--- src/sv/mtem_pkg.sv ---
// mtem_pkg: shared types and constants for the multi timer expiry manager
// no dependencies; used by every module of the block
package mtem_pkg;

    localparam int NUM_TIMERS = 8;
    localparam int IDX_W      = $clog2(NUM_TIMERS);
    localparam int COUNT_BITS = 16;
    localparam int TIME_W     = 32;
    localparam int DIV_CNT_W  = $clog2(TIME_W);
    localparam int FIFO_DEPTH = 2;

    localparam logic [TIME_W-1:0] TIME_MAX = '1;
    localparam logic [TIME_W:0]   CNT_MAX  = 33'((64'd1 << COUNT_BITS) - 64'd1);

    typedef enum logic [1:0] {
        OP_SERVICE = 2'd0,
        OP_START   = 2'd1,
        OP_STOP    = 2'd2,
        OP_CHANGE  = 2'd3
    } t_op;

    typedef enum logic [2:0] {
        S_IDLE,
        S_SCAN,
        S_PICK,
        S_DIV,
        S_RELOAD,
        S_EMIT,
        S_POST,
        S_FINISH
    } t_state;

    typedef struct packed {
        logic [1:0]  mode;
        logic [2:0]  timer_id;
        logic [31:0] new_period;
        logic [31:0] time_now;
    } t_in;

    typedef struct packed {
        logic [2:0]  fired_timer;
        logic [15:0] fire_count;
        logic        last_event;
    } t_out;

    typedef struct packed {
        t_op              op;
        logic [IDX_W-1:0] id;
        logic             id_ok;
        logic [31:0]      period;
        logic [31:0]      time_now;
    } t_cmd;

endpackage

--- src/sv/mtem_front.sv ---
// mtem_front: accepts requests and decodes them into queued commands
// depends on mtem_pkg
module mtem_front (
    input  logic            i_valid,
    output logic            o_stall,
    input  mtem_pkg::t_in   i_in,
    input  logic            i_full,
    output logic            o_push,
    output mtem_pkg::t_cmd  o_cmd
);

    always_comb begin
        o_stall        = i_full;
        o_push         = i_valid && !i_full;
        o_cmd.op       = mtem_pkg::t_op'(i_in.mode);
        o_cmd.id       = mtem_pkg::IDX_W'(i_in.timer_id);
        o_cmd.id_ok    = 32'(i_in.timer_id) < mtem_pkg::NUM_TIMERS;
        o_cmd.period   = (i_in.new_period == '0) ? 32'd1 : i_in.new_period;
        o_cmd.time_now = i_in.time_now;
    end

endmodule

--- src/sv/mtem_fifo.sv ---
// mtem_fifo: short command queue between the front and the timer engine
// depends on mtem_pkg
module mtem_fifo (
    input  logic            i_clk,
    input  logic            i_rst_n,
    input  logic            i_push,
    input  mtem_pkg::t_cmd  i_cmd,
    output logic            o_full,
    input  logic            i_pop,
    output logic            o_empty,
    output mtem_pkg::t_cmd  o_cmd
);

    mtem_pkg::t_cmd r_mem [mtem_pkg::FIFO_DEPTH];
    logic           r_wp;
    logic           r_rp;
    logic [1:0]     r_cnt;

    assign o_full  = r_cnt == 2'(mtem_pkg::FIFO_DEPTH);
    assign o_empty = r_cnt == 2'd0;
    assign o_cmd   = r_mem[r_rp];

    always_ff @(posedge i_clk) begin
        if (!i_rst_n) begin
            r_wp  <= 1'b0;
            r_rp  <= 1'b0;
            r_cnt <= 2'd0;
        end else begin
            if (i_push) begin
                r_wp <= ~r_wp;
            end
            if (i_pop) begin
                r_rp <= ~r_rp;
            end
            r_cnt <= r_cnt + 2'(i_push) - 2'(i_pop);
        end
    end

    always_ff @(posedge i_clk) begin
        if (i_push) begin
            r_mem[r_wp] <= i_cmd;
        end
    end

endmodule

--- src/sv/mtem_back.sv ---
// mtem_back: timer state, earliest-expiry scan, reload divider and result output
// depends on mtem_pkg
module mtem_back (
    input  logic            i_clk,
    input  logic            i_rst_n,
    input  logic            i_cfg_we,
    input  logic [7:0]      i_cfg_wdata,
    input  logic            i_empty,
    input  mtem_pkg::t_cmd  i_cmd,
    output logic            o_pop,
    output logic            o_valid,
    input  logic            i_stall,
    output mtem_pkg::t_out  o_out
);

    localparam int N  = mtem_pkg::NUM_TIMERS;
    localparam int IW = mtem_pkg::IDX_W;

    mtem_pkg::t_state r_state, n_state;

    logic [7:0]                     r_mask;
    logic [31:0]                    r_period [N];
    logic [31:0]                    r_expiry [N];
    logic [N-1:0]                   r_armed;
    logic [N-1:0]                   r_next;
    logic [31:0]                    r_prev;
    mtem_pkg::t_cmd                 r_cmd;
    logic                           r_wrap;
    logic [31:0]                    r_now;
    logic [IW-1:0]                  r_idx;
    logic                           r_found;
    logic [IW-1:0]                  r_best;
    logic [31:0]                    r_best_exp;
    logic [IW-1:0]                  r_sel;
    logic [mtem_pkg::DIV_CNT_W-1:0] r_dcnt;
    logic [31:0]                    r_rem;
    logic [31:0]                    r_quo;
    logic [IW-1:0]                  r_new_id;
    logic [15:0]                    r_new_cnt;
    logic                           r_hold_v;
    logic [IW-1:0]                  r_hold_id;
    logic [15:0]                    r_hold_cnt;
    logic                           r_o_valid;
    mtem_pkg::t_out                 r_o;

    logic        out_free;
    logic        out_load;
    logic        wrap_now;
    logic        elig;
    logic        better;
    logic        due;
    logic        sel_reload;
    logic [31:0] sel_period;
    logic [32:0] div_t;
    logic        div_ge;
    logic [32:0] reload_sum;
    logic [32:0] quo_inc;
    logic [15:0] sat_cnt;
    logic        arm_go;
    logic [31:0] arm_period;
    logic [32:0] arm_sum;

    always_comb begin
        out_free   = !r_o_valid || !i_stall;
        out_load   = r_hold_v && out_free
                     && (r_state == mtem_pkg::S_EMIT || r_state == mtem_pkg::S_FINISH);
        wrap_now   = i_cmd.time_now < r_prev;
        elig       = r_armed[r_idx] && !r_next[r_idx];
        better     = !r_found || (r_expiry[r_idx] < r_best_exp);
        due        = r_found && (r_wrap || (r_best_exp <= r_now));
        sel_reload = (32'(r_best) < 32'd8) && r_mask[3'(r_best)];
        sel_period = r_period[r_sel];
        div_t      = {r_rem, r_quo[31]};
        div_ge     = div_t >= {1'b0, sel_period};
        reload_sum = {1'b0, r_now - r_rem} + {1'b0, sel_period};
        quo_inc    = {1'b0, r_quo} + 33'd1;
        sat_cnt    = (quo_inc > mtem_pkg::CNT_MAX) ? mtem_pkg::CNT_MAX[15:0] : quo_inc[15:0];
        arm_go     = (r_cmd.op == mtem_pkg::OP_START || r_cmd.op == mtem_pkg::OP_CHANGE)
                     && r_cmd.id_ok;
        arm_period = (r_cmd.op == mtem_pkg::OP_CHANGE) ? r_cmd.period : sel_period;
        arm_sum    = {1'b0, r_cmd.time_now} + {1'b0, arm_period};
    end

    always_comb begin
        n_state = r_state;
        o_pop   = 1'b0;
        case (r_state)
            mtem_pkg::S_IDLE: begin
                if (!i_empty) begin
                    o_pop = 1'b1;
                    if (i_cmd.op == mtem_pkg::OP_STOP) begin
                        n_state = mtem_pkg::S_IDLE;
                    end else if (wrap_now || i_cmd.op == mtem_pkg::OP_SERVICE) begin
                        n_state = mtem_pkg::S_SCAN;
                    end else begin
                        n_state = mtem_pkg::S_POST;
                    end
                end
            end
            mtem_pkg::S_SCAN: begin
                if (32'(r_idx) == N - 1) begin
                    n_state = mtem_pkg::S_PICK;
                end
            end
            mtem_pkg::S_PICK: begin
                if (due) begin
                    n_state = sel_reload ? mtem_pkg::S_DIV : mtem_pkg::S_EMIT;
                end else if (r_wrap) begin
                    n_state = mtem_pkg::S_POST;
                end else begin
                    n_state = mtem_pkg::S_FINISH;
                end
            end
            mtem_pkg::S_DIV: begin
                if (r_dcnt == '1) begin
                    n_state = mtem_pkg::S_RELOAD;
                end
            end
            mtem_pkg::S_RELOAD: begin
                n_state = mtem_pkg::S_EMIT;
            end
            mtem_pkg::S_EMIT: begin
                if (!r_hold_v || out_free) begin
                    n_state = r_wrap ? mtem_pkg::S_SCAN : mtem_pkg::S_FINISH;
                end
            end
            mtem_pkg::S_POST: begin
                n_state = mtem_pkg::S_FINISH;
            end
            mtem_pkg::S_FINISH: begin
                if (!r_hold_v || out_free) begin
                    n_state = mtem_pkg::S_IDLE;
                end
            end
            default: begin
                n_state = mtem_pkg::S_IDLE;
            end
        endcase
    end

    always_ff @(posedge i_clk) begin
        if (!i_rst_n) begin
            r_state <= mtem_pkg::S_IDLE;
        end else begin
            r_state <= n_state;
        end
    end

    always_ff @(posedge i_clk) begin
        if (!i_rst_n) begin
            r_mask    <= '0;
            r_armed   <= '0;
            r_next    <= '0;
            r_prev    <= '0;
            r_hold_v  <= 1'b0;
            r_o_valid <= 1'b0;
            for (int i = 0; i < N; i++) begin
                r_period[i] <= 32'd1;
                r_expiry[i] <= '0;
            end
        end else begin
            if (i_cfg_we) begin
                r_mask <= i_cfg_wdata;
            end
            if (out_load) begin
                r_o_valid <= 1'b1;
            end else if (!i_stall) begin
                r_o_valid <= 1'b0;
            end
            case (r_state)
                mtem_pkg::S_IDLE: begin
                    if (!i_empty) begin
                        r_cmd   <= i_cmd;
                        r_sel   <= i_cmd.id;
                        r_idx   <= '0;
                        r_found <= 1'b0;
                        if (i_cmd.op == mtem_pkg::OP_STOP) begin
                            if (i_cmd.id_ok) begin
                                r_armed[i_cmd.id] <= 1'b0;
                                r_next[i_cmd.id]  <= 1'b0;
                            end
                        end else begin
                            r_wrap <= wrap_now;
                            r_now  <= wrap_now ? mtem_pkg::TIME_MAX : i_cmd.time_now;
                            r_prev <= i_cmd.time_now;
                        end
                    end
                end
                mtem_pkg::S_SCAN: begin
                    if (elig && better) begin
                        r_found    <= 1'b1;
                        r_best     <= r_idx;
                        r_best_exp <= r_expiry[r_idx];
                    end
                    r_idx <= r_idx + 1'b1;
                end
                mtem_pkg::S_PICK: begin
                    r_idx   <= '0;
                    r_found <= 1'b0;
                    if (due) begin
                        r_sel     <= r_best;
                        r_new_id  <= r_best;
                        r_new_cnt <= 16'd1;
                        r_dcnt    <= '0;
                        r_rem     <= '0;
                        r_quo     <= r_now - r_best_exp;
                        if (!sel_reload) begin
                            r_armed[r_best] <= 1'b0;
                            r_next[r_best]  <= 1'b0;
                        end
                    end else begin
                        r_sel <= r_cmd.id;
                        if (r_wrap) begin
                            r_next <= '0;
                        end
                    end
                end
                mtem_pkg::S_DIV: begin
                    r_rem  <= div_ge ? 32'(div_t - {1'b0, sel_period}) : div_t[31:0];
                    r_quo  <= {r_quo[30:0], div_ge};
                    r_dcnt <= r_dcnt + 1'b1;
                end
                mtem_pkg::S_RELOAD: begin
                    r_expiry[r_sel] <= reload_sum[31:0];
                    r_next[r_sel]   <= reload_sum[32];
                    r_armed[r_sel]  <= 1'b1;
                    r_new_cnt       <= sat_cnt;
                end
                mtem_pkg::S_EMIT: begin
                    if (!r_hold_v || out_free) begin
                        if (r_hold_v) begin
                            r_o.fired_timer  <= 3'(r_hold_id);
                            r_o.fire_count   <= r_hold_cnt;
                            r_o.last_event   <= 1'b0;
                        end
                        r_hold_v   <= 1'b1;
                        r_hold_id  <= r_new_id;
                        r_hold_cnt <= r_new_cnt;
                    end
                end
                mtem_pkg::S_POST: begin
                    if (arm_go) begin
                        if (r_cmd.op == mtem_pkg::OP_CHANGE) begin
                            r_period[r_cmd.id] <= r_cmd.period;
                        end
                        r_expiry[r_cmd.id] <= arm_sum[31:0];
                        r_next[r_cmd.id]   <= arm_sum[32];
                        r_armed[r_cmd.id]  <= 1'b1;
                    end
                end
                mtem_pkg::S_FINISH: begin
                    if (r_hold_v && out_free) begin
                        r_o.fired_timer <= 3'(r_hold_id);
                        r_o.fire_count  <= r_hold_cnt;
                        r_o.last_event  <= 1'b1;
                        r_hold_v        <= 1'b0;
                    end
                end
                default: begin
                end
            endcase
        end
    end

    assign o_valid = r_o_valid;
    assign o_out   = r_o;

`ifndef SYNTHESIS
    a_idle_no_hold: assert property (@(posedge i_clk) disable iff (!i_rst_n)
        r_state == mtem_pkg::S_IDLE |-> !r_hold_v)
        else $error("held result left behind at idle");

    a_count_nonzero: assert property (@(posedge i_clk) disable iff (!i_rst_n)
        r_o_valid |-> r_o.fire_count != 16'd0)
        else $error("zero fire count");

    a_reload_armed: assert property (@(posedge i_clk) disable iff (!i_rst_n)
        r_state == mtem_pkg::S_RELOAD |=> r_armed[$past(r_sel)])
        else $error("reloaded timer not armed");

    a_pop_only_idle: assert property (@(posedge i_clk) disable iff (!i_rst_n)
        o_pop |-> r_state == mtem_pkg::S_IDLE && !i_empty)
        else $error("queue popped outside idle");
`endif

endmodule

--- src/sv/multi_timer_expiry_manager.sv ---
// multi_timer_expiry_manager: top level, front decoder, command queue and timer engine
// depends on mtem_pkg, mtem_front, mtem_fifo, mtem_back
//
//   channel   valid      stall      payload
//   request   i_valid    o_stall    i_in   (mtem_pkg::t_in)
//   result    o_valid    i_stall    o_out  (mtem_pkg::t_out)
//   config    i_cfg_we   -          i_cfg_wdata
//
// a request is queued whenever the queue is not full; the queue holds two commands
// stop is handled in idle; start and change period pass through post and finish; service scans and picks
// each auto-reload expiry runs the bit-serial backlog divider before the reload
// wrap handling rescans all eight timers after every expiry
// synchronous active-low reset clears all timers; results wait in an output register
module multi_timer_expiry_manager (
    input  logic            i_clk,
    input  logic            i_rst_n,
    input  logic            i_valid,
    output logic            o_stall,
    input  mtem_pkg::t_in   i_in,
    output logic            o_valid,
    input  logic            i_stall,
    output mtem_pkg::t_out  o_out,
    input  logic            i_cfg_we,
    input  logic [7:0]      i_cfg_wdata
);

    logic           push;
    logic           pop;
    logic           full;
    logic           empty;
    mtem_pkg::t_cmd cmd_in;
    mtem_pkg::t_cmd cmd_out;

    mtem_front u_front (
        .i_valid (i_valid),
        .o_stall (o_stall),
        .i_in    (i_in),
        .i_full  (full),
        .o_push  (push),
        .o_cmd   (cmd_in)
    );

    mtem_fifo u_fifo (
        .i_clk   (i_clk),
        .i_rst_n (i_rst_n),
        .i_push  (push),
        .i_cmd   (cmd_in),
        .o_full  (full),
        .i_pop   (pop),
        .o_empty (empty),
        .o_cmd   (cmd_out)
    );

    mtem_back u_back (
        .i_clk       (i_clk),
        .i_rst_n     (i_rst_n),
        .i_cfg_we    (i_cfg_we),
        .i_cfg_wdata (i_cfg_wdata),
        .i_empty     (empty),
        .i_cmd       (cmd_out),
        .o_pop       (pop),
        .o_valid     (o_valid),
        .i_stall     (i_stall),
        .o_out       (o_out)
    );

endmodule
--- config.mk ---
export PLATFORM = sky130hd
export DESIGN_NAME = multi_timer_expiry_manager
export DESIGN_NICKNAME = d
export VERILOG_FILES = /design/src/sv/mtem_pkg.sv /design/src/sv/mtem_front.sv /design/src/sv/mtem_fifo.sv /design/src/sv/mtem_back.sv /design/src/sv/multi_timer_expiry_manager.sv
export SDC_FILE = /design/constraint.sdc
export NUM_CORES = 2
export LEC_CHECK = 0
export ABC_CLOCK_PERIOD_IN_PS = 19200
export BUFFER_PORTS_ARGS = -buffer_cell sky130_fd_sc_hd__buf_2
export CORE_MARGIN = 10
export CORE_UTILIZATION = 55
export CTS_BUF_LIST = sky130_fd_sc_hd__clkbuf_16
export CTS_CLUSTER_DIAMETER = 100
export DETAILED_ROUTE_END_ITERATION = 10
export HOLD_SLACK_MARGIN = 0.08
export MAX_ROUTING_LAYER = met4
export PLACE_DENSITY = 0.74
export SLEW_MARGIN = 20
export SYNTH_ARGS = -nofsm -noshare
export SYNTH_HDL_FRONTEND = slang
export SYNTH_SLANG_ARGS = --single-unit
--- constraint.sdc ---
create_clock -name i_clk -period 19.2 [get_ports i_clk]
set_input_delay 0.96 -clock i_clk [delete_from_list [all_inputs] [get_ports i_clk]]
set_output_delay 0.96 -clock i_clk [all_outputs]
set_load 0.02 [all_outputs]
==> Yosys cells after proc, flatten, opt, wreduce, memory -nomap -nowiden <==
Memories as Yosys holds them, arrays and structs flattened. A register that Yosys moved wholly into a read port is not among the register bits.
Cells that the tools add are included.
Widths: inputs -> output; s select.
{ "op_classes": {"bitwise_logic": 12, "n_shift": 0, "eq_ne": 29, "n_mul": 0, "add_sub_neg": 10, "reduce_logical": 53, "magnitude_cmp": 14, "div_mod_pow": 0, "mux": 102} }
{ "op_table": {"columns": ["op", "count"], "rows": [
  ["$mux 32", 8],
  ["$pmux 32 s2", 2],
  ["$mux 8", 13],
  ["$reduce_or 32->1", 3],
  ["$sub 32x32->32", 3],
  ["$add 32x32->33", 2],
  ["$lt 32x32->1", 2],
  ["$pmux 8 s4", 2],
  ["$mux 20", 3],
  ["$mux 3", 18],
  ["$pmux 20 s2", 1],
  ["$mux 1", 36],
  ["$add 32x1->33 const B", 1],
  ["$ge 33x32->1", 1],
  ["$gt 33x16->1 const B", 1],
  ["$and 8x8->8", 4],
  ["$le 32x32->1", 1],
  ["$logic_not 32->1", 1],
  ["$mux 16", 2],
  ["$pmux 16 s2", 1],
  ["$reduce_and 3->1", 10],
  ["$pmux 3 s8", 1],
  ["$lt 3x4->1 const B", 5],
  ["$ne 2x1->1 const B", 9],
  ["37 further kinds", 90]
]} }
{ "word_totals": {"ramBits": 650, "mem_count": 3, "latch_bits": 0, "regBits": 337, "mem_bits_ro": 0, "output_inout_bits": 22} }
{ "mem_list": {"columns": ["name", "words", "width", "rd", "rd_ports_with_merged_regs", "write_ports", "line_no", "text"], "rows": [
  ["u_back.r_expiry", 8, 32, 1, 1, 8, "mtem_back.sv:23", "logic [31:0] r_expiry [N];"],
  ["u_back.r_period", 8, 32, 1, 1, 8, "mtem_back.sv:22", "logic [31:0] r_period [N];"],
  ["u_fifo.r_mem", 2, 69, 1, 1, 1, "mtem_fifo.sv:14", "mtem_pkg::t_cmd r_mem [mtem_pkg::FIFO_DEPTH];"]
]} }

==> Depth between registers and ports, before layout <==
{ "logic_depth": {"ltp_word": 10, "depth_mapped": 25} }

==> By module <==
From an unflattened synthesis, not the netlist that was laid out.
{ "unflattened": {"cells_unflattened": 4245, "hier_area_um2": 51976.1} }
{ "modules_own_cells": {"columns": ["mod", "seq_area_each_um2", "cells_each", "instances", "area_each_um2"], "rows": [
  ["mtem_back", 24883.9, 3923, 1, 45849.0],
  ["mtem_fifo", 4304.1, 239, 1, 5631.7],
  ["mtem_front", 0.0, 83, 1, 495.5]
]} }

==> Worst setup path before layout <==
OpenSTA, ideal clock, no wires.
{ "synth_path": {"path_kind": "register to register", "from": "reg u_back.r_best_exp[0] (read register of u_back.r_expiry)", "to": "reg u_back.r_dcnt[0] (netlist name), enable pin", "path_slack_ps": 11392, "period_less_slack_ps": 7808, "required_ps": 18601, "path_buffers": 1, "arrival_ps": 7209, "stages_incl_launch_ff": 11, "path_cell_list": "edfxtp_1 > ha_1 > fa_1 > nand2b_1 > a21oi_1 > o31ai_1 > o21ai_2 > o221ai_1 > and2_1 > buf_2 > a211oi_1"} }
{ "synth_via": {"elab_chain_cells": 5} }
{ "synth_lines": {"columns": ["element", "line_no", "text"], "rows": [
  ["from (decl)", "mtem_back.sv:33", "logic [31:0] r_best_exp;"],
  ["$le 32x32->1", "mtem_back.sv:70", "due = r_found && (r_wrap || (r_best_exp <= r_now));"],
  ["$logic_or 1x1->1", "mtem_back.sv:70", null],
  ["$logic_and 1x1->1", "mtem_back.sv:70", null],
  ["$ne 2x1->1 (no source line)", null, null],
  ["$reduce_and 3->1 (no source line)", null, null],
  ["to (signal assigned)", "mtem_back.sv:221", "r_dcnt <= r_dcnt + 1'b1;"],
  ["to (decl)", "mtem_back.sv:35", "logic [mtem_pkg::DIV_CNT_W-1:0] r_dcnt;"]
]} }
Every way passes these cells.
A chain may end at the register's enable or synchronous reset.

==> summary.md <==
| Metric | Value |
|---|---|
| Combinational share of power | 0.456 |
| Count of final setup violators | 0 |
| Drt total wl | 135 mm |
| Non-filler instance count after layout | 5676 |
| Post-synthesis sequential area ratio | 0.562 |
| Synthesized cell area | 51800 µm² |
| Clk sinks | 993 |
| Worst-path maximum fanout | 8 |
| Number of max-cap violations | 0 |
| First-pass GRT wire length | 206 mm |
| Worst r2r src | u_back.r_rem[1]$_SDFFCE_PN0P_ |
| CP max-delay cell | edfxtp_1 |
| Drt wl/cell | 23.7 µm |
| Max-slew headroom | 0.190 |
| Share of layout cells above drive strength 1 | 0.137 |
| CP Capture Type | register |
| CTS tree | built |
| Number of synthesized flops with an enable pin | 921 |
| Total grt overflow | 0 |
| Post-synth top area share | 0.534 |
| Worst vdd ir | 0.114 mV |
| Pin count of the biggest net entering global routing | 75 |
| 1st-iter DRT viols | 3726 |
| Asr flop ratio synth | 0 |
| Area growth syn-to-layout | 9.82% |
| Drt drc | 0 |
| Flops & latches, synth | 993 |
| PortBufs | 103 |
| Gate Count Post-Synth | 4303 |
| Avg Inst Size Synth | 12.0 µm² |
| Seq pwr share | 0.325 |
| CTS Buf Count | 100 |
| Cell variety after synth | 105 |
| Ports | 104 |
| Vias in the first global route | 34300 |
| CTS root buffer | clkbuf_16 |
| Pwr dens | 155 nW/µm² |
| Synth area leader | edfxtp_1 |
| Top_reg_cell synth | edfxtp_1 |
| Unrepaired setup endpoints after global routing | false |
| Routability Congestion | 0.967 |
| Synth top area cells | edfxtp_1 (53%), mux4_2 (5.6%), ha_1 (5.5%) |
| Antenna violations before repair | 1 |
| Worst-skew pair later-pin latency | 0.70 ns |
| GRT Total Usage | 0.257 |
| R2R depth | 22 |
| Placed insts | 5488 |
| Final worst-path cycle share | 0.318 |
| Die H | 327 µm |
| Status | finished, final reports clean |
| Final Skew | 0.0285 ns |
| Die X | 327 µm |
| Final setup TNS | 0 ns |
| Layout net count | 4653 |
| Worst Max-Slew Pin Slew | 1.18 ns |
| CP Class | register to register |
| Antenna-violating nets left | 0 |
| Synth Net Count | 4619 |
| Post-DR vias/cell | 6.12 |
| Most common cell on crit path | a21oi_1 |
| Worst min path class | register to register |
| Initial Util | 0.555 |
| Highest Clock Rate | 164 MHz |
| Static leakage | 0.0215 µW |
| Seq. cell area | 29100 µm² |
| Hold Crit Depth | 0 |
| CTS Buffer Depth | 3 |
| RR Endpoint | u_back.r_expiry[5][27]$_SDFFCE_PN0P_ |
| Placement Rows | 112 |
| Ant diodes | 0 |
| Final Util | 0.609 |
| Hold Crit Start | u_back.r_hold_cnt[12]$_DFFE_PP_ |
| CP max stage delay | 0.57 ns |
| Crit path time final | 6.11 ns |
| CP required | 19.59 ns |
| Clk pwr share | 0.220 |
| Int Pwr | 5270 µW |
| Multi-input gate area in the final layout | 21200 µm² |
| Fillers | 7337 |
| DP Worst Slack | 13.29 ns |
| Yosys warnings | 0 |
| Crit path max-delay family | compound AO/OA/AOI/OAI gates |
| WP buf/inv | 1 |
| CP Launch Type | register |
| Reg-to-reg slack, setup | 13.09 ns |
| Clk pin slew, worst setup/hold paths | 0.06 ns |
| Fin. max-slew vios | 0 |
| Worst Hold End | u_back.o_out[13]$_DFFE_PP_ |
| CP cell instances | inv_1, fa_1, a211oi_1, o21bai_1, o2111ai_1, a21oi_1, o21ai_0, a21boi_0, o41a_1, a21oi_1, xnor2_1, ha_1, nand3_1, nor2_1, nand3_1, o211ai_1, o21ai_1, a21oi_1, nor2b_1, xnor2_1, mux2i_2, nor2_1 |
| DP HPWL | 91.5 mm |
| PostCTS Resize Cnt | 0 |
| Postcts setup bufs | 0 |
| Final hold viol count | 0 |
| Core Box Area | 93300 µm² |
| Hold-fix buffer count after cts | 0 |
| Sw power | 3570 µW |
| Vias | 34700 |
| H-tree levels | 3 |
| Drt first pass iters | 8 |
| Die area | 107000 µm² |
| PnR worst setup slack | 13.09 ns |
| Worst Path Arrival | 6.51 ns |
| Switch share | 0.404 |
## how the worst max path moves through the flow
stage,start,endpoint,slack [ns],cells after the start
floorplan,u_back.r_best_exp[0]$_DFFE_PP_,u_back.r_dcnt[0]$_SDFFCE_PN0P_,11.39,10
global placement,u_back.r_rem[0]$_SDFFCE_PN0P_,u_back.r_expiry[1][27]$_SDFFCE_PN0P_,13.33,23
detailed placement,u_back.r_now[0]$_SDFFCE_PP1P_,u_back.r_expiry[5][27]$_SDFFCE_PN0P_,13.29,24
CTS,u_back.r_now[0]$_SDFFCE_PP1P_,u_back.r_expiry[5][27]$_SDFFCE_PN0P_,13.24,24
global route,u_back.r_rem[0]$_SDFFCE_PN0P_,u_back.r_expiry[5][27]$_SDFFCE_PN0P_,12.59,23
finish,u_back.r_rem[1]$_SDFFCE_PN0P_,u_back.r_expiry[5][27]$_SDFFCE_PN0P_,13.09,22
## stage by stage
| stage | power [µW] | hold slack, ns | cell area (µm²) |
|---|---|---|---|
| 2_1_floorplan | 5760 | 0.400 | 51800 |
| 3_3_place_gp | 6830 | 0.401 | 53600 |
| 3_5_place_dp | 6880 | 0.405 | 53600 |
| 4_1_cts | 8820 | 0.409 | 56800 |
| 5_1_grt | 9320 | 0.423 | 56800 |
| 6_report | 8830 | 0.418 | 56800 |
## cells in the mapped netlist (84+ instances only)
cell and n:
a21oi_1 249, nor2_1 556, edfxtp_1 921, nand2_1 223
mux2i_1 102, clkbuf_1 172, ha_1 229, and2_1 269
mux4_2 128, xnor2_1 84, o21ai_0 134, a21o_1 89
inv_1 222
## layout by cell type (no fill, tap or decap), types with 75 or more instances in the layout
master	n
edfxtp_1	921
nor2_1	548
and2_1	269
a21oi_1	249
inv_1	229
ha_1	229
nand2_1	214
mux4_2	128
o21ai_0	128
buf_2	103
clkbuf_16	102
mux2i_1	101
a21o_1	89
xnor2_1	84
mux2_2	75
## state kept, by name, indices dropped and copies added, names as in the netlist, 8 cells and up, named ones only
| name | cells |
|---|---|
| u_back.r_mask | 8 |
| u_back.r_next | 8 |
| u_back.r_armed | 8 |
| u_back.r_new_cnt | 16 |
| u_fifo.r_mem | 138 |
| u_back.o_out | 20 |
| u_back.r_hold_cnt | 16 |
| u_back.r_cmd | 69 |
| u_back.r_now | 32 |
| u_back.r_rem | 32 |
| u_back.r_period | 256 |
| u_back.r_prev | 32 |
| u_back.r_best_exp | 32 |
| u_back.r_quo | 32 |
| u_back.r_expiry | 256 |
## per-layer routing
metal  wire length (µm)  global-route usage  up-vias
li1                   -                   -    15900
met1              56300               0.341    17100
met2              64100               0.410     1465
met3              10100              0.0326      245
met4               4210              0.0842        0
met5                  0                   -        -
## power groups by stage
stage	Clock, µW	Sequential, µW	Combinational, µW
6_report	1940	2870	4030
5_1_grt	2050	2900	4370
4_1_cts	1960	2870	3990
3_5_place_dp	0	2910	3970
3_3_place_gp	0	2900	3930
2_1_floorplan	0	2780	2980
## kinds of logic (layout without fill, tap and decap cells)
group | Yosys count | after routing | share of synthesized area
simple gates | 1368 | 1368 | 0.127
compound gates | 811 | 811 | 0.103
xor+xnor | 142 | 142 | 0.0240
flops | 993 | 993 | 0.562
mux | 311 | 311 | 0.0937
buf+inv | 444 | 563 | 0.0333
fa+ha+maj | 234 | 234 | 0.0573
## area by class of cell
cell class | count | share of cell area
timing repair buffer | 153 | 0.0159
clock inverter | 85 | 0.0123
tap | 1254 | 0.0276
clock buffer | 102 | 0.0449
sequential | 993 | 0.512
inverter | 223 | 0.0147
multi-input combinational | 2866 | 0.372
Power figures use the tool's default switching activity.
